File: config.mk
export PLATFORM = sky130hd
export DESIGN_NAME = tlp_builder
export DESIGN_NICKNAME = d
export VERILOG_FILES = /design/src/rtl/core/tick_ladder_price_index_map_macros.svh /design/src/rtl/core/tlp_pkg.sv /design/src/rtl/core/tlp_builder.sv
export SDC_FILE = /design/constraint.sdc
export NUM_CORES = 2
export LEC_CHECK = 0
export BUFFER_PORTS_ARGS = -buffer_cell sky130_fd_sc_hd__buf_2
export CAP_MARGIN = 0
export CORE_UTILIZATION = 30
export DETAILED_ROUTE_END_ITERATION = 10
export PLACE_DENSITY = 0.43
export SETUP_SLACK_MARGIN = 0.05
export SLEW_MARGIN = 20
export SYNTH_ARGS = -nofsm -noshare
export SYNTH_HDL_FRONTEND = slang
export SYNTH_SLANG_ARGS = --single-unit
File: constraint.sdc
create_clock -name clk -period 20.4 [get_ports clk]
set_clock_uncertainty 0.2 [all_clocks]
set_input_delay 0 -clock clk [delete_from_list [all_inputs] [get_ports clk]]
set_output_delay 0 -clock clk [all_outputs]
set_load 0.02 [all_outputs]
File: src/rtl/core/tick_ladder_price_index_map_macros.svh
// Assertion macros used by the tick ladder price/index map top module.
`ifndef TICK_LADDER_PRICE_INDEX_MAP_MACROS_SVH
`define TICK_LADDER_PRICE_INDEX_MAP_MACROS_SVH

// Same-cycle implication, checked on every rising edge outside reset.
`define TLP_ASSERT_NOW(label, ante, cons, msg) \
  label: assert property (@(posedge clk) disable iff (!rst_n) (ante) |-> (cons)) \
    else $error(msg);

// Next-cycle implication, checked on every rising edge outside reset.
`define TLP_ASSERT_NEXT(label, ante, cons, msg) \
  label: assert property (@(posedge clk) disable iff (!rst_n) (ante) |=> (cons)) \
    else $error(msg);

`endif

File: src/rtl/core/tlp_pkg.sv
// Package with types, register codes and constants of the tick ladder price/index map.
package tlp_pkg;

  localparam int PRICE_W          = 32;
  localparam int NUM_REGS         = 7;
  localparam int CFG_IDX_W        = 3;
  localparam int DEF_NUM_BRACKETS = 3;
  localparam int DEF_PRICE_BITS   = 32;
  localparam int DIV_CNT_W        = $clog2(PRICE_W);

  localparam logic [PRICE_W-1:0] RST_BOUND_ONE = 32'd1000;
  localparam logic [PRICE_W-1:0] RST_BOUND_TWO = 32'd100000;
  localparam logic [PRICE_W-1:0] RST_TICK      = 32'd1;
  localparam logic [PRICE_W-1:0] IDX_MAX       = 32'hFFFF_FFFF;

  // Configuration register indexes.
  typedef enum logic [CFG_IDX_W-1:0] {
    REG_BAND_LOW  = 3'd0,
    REG_BAND_HIGH = 3'd1,
    REG_BOUND_ONE = 3'd2,
    REG_BOUND_TWO = 3'd3,
    REG_TICK_ZERO = 3'd4,
    REG_TICK_ONE  = 3'd5,
    REG_TICK_TWO  = 3'd6
  } cfg_reg_t;

  // Ladder build sequencer states.
  typedef enum logic [2:0] {
    B_IDLE,
    B_SETUP,
    B_DIV,
    B_STORE,
    B_CUT
  } bld_state_t;

  typedef struct packed {
    logic               req_type;
    logic [PRICE_W-1:0] price;
    logic [PRICE_W-1:0] level_index;
  } req_t;

  typedef struct packed {
    logic               hit;
    logic [PRICE_W-1:0] found_index;
    logic [PRICE_W-1:0] found_price;
    logic [PRICE_W-1:0] total_levels;
  } res_t;

  // One ladder segment; lim is offset plus count.
  typedef struct packed {
    logic               present;
    logic [PRICE_W-1:0] start;
    logic [PRICE_W-1:0] last;
    logic [PRICE_W-1:0] tick;
    logic [PRICE_W-1:0] offset;
    logic [PRICE_W-1:0] lim;
  } seg_t;

  // Request fields that ride along the divider chain.
  typedef struct packed {
    logic               req_type;
    logic               found;
    logic [PRICE_W-1:0] key;
    logic [PRICE_W-1:0] base;
    logic [PRICE_W-1:0] prod;
  } pay_t;

  // Contents of one divider cell.
  typedef struct packed {
    logic               valid;
    logic [PRICE_W-1:0] rem;
    logic [PRICE_W-1:0] numq;
    logic [PRICE_W-1:0] divisor;
    pay_t               pay;
  } cell_t;

endpackage

File: src/rtl/core/tlp_builder.sv
// Configuration registers and the sequencer that rebuilds the ladder segments.
module tlp_builder #(
  parameter int NUM_BRACKETS = tlp_pkg::DEF_NUM_BRACKETS,
  parameter int PRICE_BITS   = tlp_pkg::DEF_PRICE_BITS
) (
  input  logic                           clk,
  input  logic                           rst_n,
  input  logic                           cfg_we,
  input  logic [tlp_pkg::CFG_IDX_W-1:0]  cfg_index,
  input  logic [tlp_pkg::PRICE_W-1:0]    cfg_wdata,
  output logic                           busy,
  output tlp_pkg::seg_t                  segs [NUM_BRACKETS],
  output logic [tlp_pkg::PRICE_W-1:0]    level_total
);
  import tlp_pkg::*;

  localparam logic [63:0] PMASK = (64'd1 << PRICE_BITS) - 64'd1;
  localparam int          NW    = $clog2(NUM_BRACKETS + 1);
  localparam int          SW    = (NUM_BRACKETS > 1) ? $clog2(NUM_BRACKETS) : 1;

  logic [PRICE_W-1:0] regs_r [NUM_REGS];
  logic [PRICE_W-1:0] regs_nxt [NUM_REGS];
  seg_t               segs_r [NUM_BRACKETS];
  seg_t               segs_nxt [NUM_BRACKETS];
  logic [PRICE_W-1:0] total_r, total_nxt;
  bld_state_t         state_r, state_nxt;
  logic [PRICE_W:0]   cur_r, cur_nxt;
  logic [PRICE_W-1:0] off_r, off_nxt;
  logic [NW-1:0]      n_r, n_nxt;
  logic [PRICE_W-1:0] step_r, step_nxt;
  logic [PRICE_W-1:0] last_r, last_nxt;
  logic [PRICE_W-1:0] room_r, room_nxt;
  logic [PRICE_W-1:0] drem_r, drem_nxt;
  logic [PRICE_W-1:0] dnq_r, dnq_nxt;
  logic [DIV_CNT_W-1:0] dcnt_r, dcnt_nxt;
  logic [PRICE_W-1:0] prod_r, prod_nxt;

  logic [PRICE_W-1:0] cur32, t0, t1, t2, step, bound, last, room, wmask;
  logic               bounded;
  logic [PRICE_W:0]   trial, cnt33, sum33;
  logic [PRICE_W-1:0] mul;

  assign cur32 = cur_r[PRICE_W-1:0];
  assign wmask = PMASK[PRICE_W-1:0];
  assign t0    = (regs_r[REG_TICK_ZERO] == '0) ? RST_TICK : regs_r[REG_TICK_ZERO];
  assign t1    = (regs_r[REG_TICK_ONE] == '0) ? RST_TICK : regs_r[REG_TICK_ONE];
  assign t2    = (regs_r[REG_TICK_TWO] == '0) ? RST_TICK : regs_r[REG_TICK_TWO];

  // Bracket search and end of the segment that starts at the current price.
  always_comb begin
    bounded = 1'b1;
    bound   = regs_r[REG_BOUND_ONE];
    step    = t0;
    if (regs_r[REG_BOUND_ONE] > cur32) begin
      step  = t0;
      bound = regs_r[REG_BOUND_ONE];
    end else if (regs_r[REG_BOUND_TWO] > cur32) begin
      step  = t1;
      bound = regs_r[REG_BOUND_TWO];
    end else begin
      step    = t2;
      bounded = 1'b0;
    end
    if (!bounded) begin
      last = regs_r[REG_BAND_HIGH];
    end else if ((bound - cur32) < step) begin
      last = cur32;
    end else if ((bound - step) < regs_r[REG_BAND_HIGH]) begin
      last = bound - step;
    end else begin
      last = regs_r[REG_BAND_HIGH];
    end
    room = IDX_MAX - off_r;
  end

  assign trial = {drem_r, dnq_r[PRICE_W-1]};
  assign cnt33 = {1'b0, dnq_r} + {{PRICE_W{1'b0}}, 1'b1};
  assign sum33 = {1'b0, last_r} + {1'b0, step_r};
  assign mul   = (room_r - RST_TICK) * step_r;

  // Build sequencer next state.
  always_comb begin
    regs_nxt  = regs_r;
    segs_nxt  = segs_r;
    total_nxt = total_r;
    state_nxt = state_r;
    cur_nxt   = cur_r;
    off_nxt   = off_r;
    n_nxt     = n_r;
    step_nxt  = step_r;
    last_nxt  = last_r;
    room_nxt  = room_r;
    drem_nxt  = drem_r;
    dnq_nxt   = dnq_r;
    dcnt_nxt  = dcnt_r;
    prod_nxt  = prod_r;

    case (state_r)
      B_IDLE: begin
      end
      B_SETUP: begin
        if (n_r == NW'(NUM_BRACKETS) || cur_r > {1'b0, regs_r[REG_BAND_HIGH]} ||
            room == '0) begin
          total_nxt = off_r;
          state_nxt = B_IDLE;
        end else begin
          step_nxt  = step;
          last_nxt  = last;
          room_nxt  = room;
          drem_nxt  = '0;
          dnq_nxt   = last - cur32;
          dcnt_nxt  = '0;
          state_nxt = B_DIV;
        end
      end
      B_DIV: begin
        if (trial >= {1'b0, step_r}) begin
          drem_nxt = PRICE_W'(trial - {1'b0, step_r});
          dnq_nxt  = {dnq_r[PRICE_W-2:0], 1'b1};
        end else begin
          drem_nxt = trial[PRICE_W-1:0];
          dnq_nxt  = {dnq_r[PRICE_W-2:0], 1'b0};
        end
        dcnt_nxt = dcnt_r + 1'b1;
        if (dcnt_r == DIV_CNT_W'(PRICE_W - 1)) begin
          state_nxt = B_STORE;
        end
      end
      B_STORE: begin
        if (cnt33 > {1'b0, room_r}) begin
          prod_nxt  = mul;
          state_nxt = B_CUT;
        end else begin
          segs_nxt[n_r[SW-1:0]].present = 1'b1;
          segs_nxt[n_r[SW-1:0]].start   = cur32;
          segs_nxt[n_r[SW-1:0]].last    = last_r;
          segs_nxt[n_r[SW-1:0]].tick    = step_r;
          segs_nxt[n_r[SW-1:0]].offset  = off_r;
          segs_nxt[n_r[SW-1:0]].lim     = off_r + cnt33[PRICE_W-1:0];
          off_nxt = off_r + cnt33[PRICE_W-1:0];
          n_nxt   = n_r + 1'b1;
          if ({{(64-PRICE_W-1){1'b0}}, sum33} > PMASK) begin
            total_nxt = off_r + cnt33[PRICE_W-1:0];
            state_nxt = B_IDLE;
          end else begin
            cur_nxt   = sum33;
            state_nxt = B_SETUP;
          end
        end
      end
      B_CUT: begin
        segs_nxt[n_r[SW-1:0]].present = 1'b1;
        segs_nxt[n_r[SW-1:0]].start   = cur32;
        segs_nxt[n_r[SW-1:0]].last    = cur32 + prod_r;
        segs_nxt[n_r[SW-1:0]].tick    = step_r;
        segs_nxt[n_r[SW-1:0]].offset  = off_r;
        segs_nxt[n_r[SW-1:0]].lim     = off_r + room_r;
        total_nxt = off_r + room_r;
        state_nxt = B_IDLE;
      end
      default: begin
        state_nxt = B_IDLE;
      end
    endcase

    // A register write restarts the build from the low end of the band.
    if (cfg_we) begin
      case (cfg_reg_t'(cfg_index))
        REG_BAND_LOW, REG_BAND_HIGH, REG_BOUND_ONE, REG_BOUND_TWO,
        REG_TICK_ZERO, REG_TICK_ONE, REG_TICK_TWO: begin
          regs_nxt[cfg_index] = cfg_wdata & wmask;
          for (int k = 0; k < NUM_BRACKETS; k++) begin
            segs_nxt[k].present = 1'b0;
          end
          total_nxt = '0;
          off_nxt   = '0;
          n_nxt     = '0;
          cur_nxt   = {1'b0, regs_nxt[REG_BAND_LOW]};
          state_nxt = B_SETUP;
        end
        default: begin
        end
      endcase
    end
  end

  always_ff @(posedge clk) begin
    if (!rst_n) begin
      regs_r[REG_BAND_LOW]  <= '0;
      regs_r[REG_BAND_HIGH] <= '0;
      regs_r[REG_BOUND_ONE] <= RST_BOUND_ONE & wmask;
      regs_r[REG_BOUND_TWO] <= RST_BOUND_TWO & wmask;
      regs_r[REG_TICK_ZERO] <= RST_TICK;
      regs_r[REG_TICK_ONE]  <= RST_TICK;
      regs_r[REG_TICK_TWO]  <= RST_TICK;
      for (int k = 0; k < NUM_BRACKETS; k++) begin
        segs_r[k] <= '0;
      end
      total_r <= '0;
      state_r <= B_IDLE;
      n_r     <= '0;
      off_r   <= '0;
      cur_r   <= '0;
      dcnt_r  <= '0;
    end else begin
      regs_r  <= regs_nxt;
      segs_r  <= segs_nxt;
      total_r <= total_nxt;
      state_r <= state_nxt;
      n_r     <= n_nxt;
      off_r   <= off_nxt;
      cur_r   <= cur_nxt;
      dcnt_r  <= dcnt_nxt;
    end
  end

  // Working values of the build; no reset needed.
  always_ff @(posedge clk) begin
    step_r <= step_nxt;
    last_r <= last_nxt;
    room_r <= room_nxt;
    drem_r <= drem_nxt;
    dnq_r  <= dnq_nxt;
    prod_r <= prod_nxt;
  end

  assign busy        = (state_r != B_IDLE);
  assign segs        = segs_r;
  assign level_total = total_r;

endmodule
==> summary.txt <==
Timing
  • Slew @ Worst Pin: 1.31 ns
  • WHS: 0.0435 ns
  • Final Max Slew Viols: 0
  • RSZ-0062 raised after global routing: no
  • Final min period: 14.98 ns
  • Post-route setup slack: 5.42 ns
  • Crit share post-route: 73.4%
  • Slew HR: 12.3%
  • Fmax: 66.8 MHz
  • Fin Setup TNS: 0 ns
  • Final Hold Fails: 0
  • Final setup viols: 0

Placement
  • Placed cell count: 12000
  • Number of port buffers: 553
  • GP Congestion: 0.957
  • Placed Instance Area: 79000 µm²
  • Place WS: 5.53 ns
  • Final HPWL DP: 275000 µm

Layout
  • Final Instance Area: 84300 µm²
  • Non-Filler Instances: 12400
  • Flip-flop count of the largest register after layout: 483
  • Most common cell after layout, fill and taps aside: nand2_1
  • Most frequent cells in the layout: nand2_1 (1749), dfxtp_1 (814), inv_1 (796)
  • Fillcell total: 25100
  • Share of cells above drive strength 1: 11.9%
  • Area Growth Syn to Fin: 16.5%
  • Nets: 10100

Clocking
  • H-tree levels: 4
  • CTS sink count: 1006
  • Clk Latency, worst-skew pair: 0.82 ns
  • Clk buf depth: 3
  • CTS clock-pin slew for the worst setup and hold paths: 0.06 ns
  • Cts repair resizes: 0
  • Clk root buf: clkbuf_16
  • CTS tree: built
  • Num CTS Buffers: 132

Yosys
  • Distinct cells, synth: 96
  • Async set-reset flop share out of synthesis: 0%
  • Number of flops mapped to enable cells by yosys: 192
  • Sequential share of the synthesized area: 30.5%
  • Synth Instances: 8623
  • Yosys warning total: 0
  • Ys flop type: dfxtp_1
  • Number of synthesized register bits: 1006
  • Post-Syn Area per Cell: 8.39 µm²
  • Syn nets: 9648
  • Syn Std Cell Area: 72400 µm²

Global routing
  • Wire length of the first global-routing pass: 498000 µm
  • Initial antenna violation count: 41
  • Vias in the first global route: 64800
  • Pin count of the biggest net entering global routing: 156
  • Total GRT Usage: 28.7%
  • Grt total ovfl: 0

Routing
  • Avg WL per Cell: 28.8 µm
  • Detailed-route DRC error count: 3
  • Vias per cell: 5.29
  • DRT iter0 DRCs: 5716
  • Routed WL: 357000 µm
  • Via count: 65500
  • Pre-Repair DR Iteration Count: 11
  • Post-route ant nets: 0

Setup path
  • Crit path from: cur_r[11]$_SDFF_PN0_
  • CP max FO: 55
  • Reg2Reg Capture Point: dnq_r[31]$_DFFE_PP_
  • R2r setup slk: 5.42 ns
  • Cell mode on critical path: o21ai_0
  • CP Capture Type: register
  • Launch point of the worst reg-to-reg path: cur_r[11]$_SDFF_PN0_
  • Critical path endpoint: dnq_r[31]$_DFFE_PP_
  • Worst Reg2Reg Path Length in Cells: 47
  • CP Data Required Time: 20.88 ns
  • Slowest stage cell, crit path: o41ai_1
  • Crit path DAT: 15.45 ns
  • Critical path class: register to register
  • Peak per-stage delay on the critical path: 0.86 ns
  • CP Launch Type: register

Outcome
  • Failing checks: design-rule violations
  • Status: finished with violations

Pwr
  • Seq pwr share: 17.0%
  • Comb pwr share: 67.4%
  • Cell area power density: 183 nW/µm²
  • Pint: 0.00755 W
  • Worst vdd ir: 739 µV
  • Sw frac: 51.1%
  • NetSw: 0.00788 W
  • Fraction of power consumed by the clock network: 15.7%
  • Static leakage: 36.8 nW

Die
  • Die width: 493 µm
  • DIE AREA: 243000 µm²
  • Core area: 239000 µm²
  • Initial Util: 30.3%
  • Die Y: 493 µm
  • Top Ports: 554
  • Rows: 179

Run
  • Max cap viols: 0

Min path
  • Worst min path class: primary input to register
==> worst max-delay path: cells and delay by family (launching register included) <==
family | cells | cell delay (ns)
xor gates and xnor gates | 1 | 0.17
AOI/OAI and AO/OA | 26 | 7.91
buffers and inverters | 4 | 1.40
DFF | 1 | 0.60
adders and majority gates | 4 | 1.25
and+or+nand+nor | 11 | 2.80
muxes | 1 | 0.41
==> power by group through the flow <==
stage | logic, W | registers [W] | clock network (W)
floorplan | 0.00632 | 0.00261 | 0
global placement | 0.0103 | 0.00266 | 0
detailed placement | 0.0102 | 0.00266 | 0
CTS | 0.0104 | 0.00262 | 0.00246
global route | 0.0114 | 0.00263 | 0.00254
finish | 0.0104 | 0.00262 | 0.00242
==> final cells by class <==
cell class                 instances  area (µm²)  area share [%]
multi-input combinational       6347       45900            54.4
sequential                      1006       22100            26.2
timing repair buffer             807        4920            5.83
tap                             3167        3960            4.70
clock buffer                     189        3800            4.51
inverter                         799        3000            3.56
clock inverter                    50         638           0.757
antenna                           35        87.6           0.104
==> synthesized netlist by cell type, drive strengths merged (64+ instances only) <==
cell       n  area share, %
inv      799            4.1
xor2      90            1.1
o21a      64           0.67
fa       416             12
ha       571            9.9
o21ai    368            2.5
a21boi   515            5.3
a21oi    516            3.6
nor2     425            2.2
nand3    109           0.75
nand2   1761            9.1
clkbuf   424            2.2
xnor2    269            3.3
nor3      71           0.51
edfxtp   192            8.0
and2     103           0.89
dfxtp    814             23
a21o     162            1.7
nand4     83           0.72
==> cells by family after synthesis <==
logic type      after synthesis  share of synthesized area [%]
simple gates               2835                           16.8
xor+xnor                    359                           4.35
buf+inv                    1270                           6.70
flops                      1006                           30.5
fa+ha+maj                   987                           21.4
mux                         106                           1.55
compound gates             2060                           18.7
==> through the flow <==
| stage | utilization, % | total power, W |
|---|---|---|
| finish | 35.3 | 0.0154 |
| global route | 35.3 | 0.0165 |
| CTS | 35.3 | 0.0155 |
| detailed placement | 33.1 | 0.0129 |
| global placement | 33.1 | 0.0129 |
| floorplan | - | 0.00893 |
==> how the worst min path moves through the flow <==
stage	from	endpoint	slack, ns	depth (start not counted)
2_1_floorplan	cfg_wdata[16]	regs_r[112]$_SDFFE_PN1P_	-0.08	2
3_3_place_gp	cfg_wdata[18]	regs_r[82]$_SDFFE_PN0P_	0.14	3
6_report	cfg_wdata[10]	cur_r[10]$_SDFF_PN0_	0.04	4
3_5_place_dp	cfg_wdata[18]	regs_r[146]$_SDFFE_PN0P_	0.16	3
4_1_cts	cfg_wdata[10]	cur_r[10]$_SDFF_PN0_	0.008	4
5_1_grt	cfg_wdata[12]	cur_r[12]$_SDFF_PN0_	0.04	4
==> layer usage <==
metal  global-route usage (%)  share of wire [%]  up-vias  wire length [µm]
met4                     18.7                7.4        0             26300
met3                     3.33                4.6      521             16300
met1                     34.2                 40    32900            143000
li1                         -                  -    30100                 -
met5                        0                  0        -                 0
met2                     48.9                 48     2078            172000
==> what timing repair did <==
item | in CTS | in global routing
hold buffers | 83 | 0
hold endpoints to repair | 409 | 0
setup buffers | 0 | 0
No activity file was read; power rests on OpenSTA's default activity.
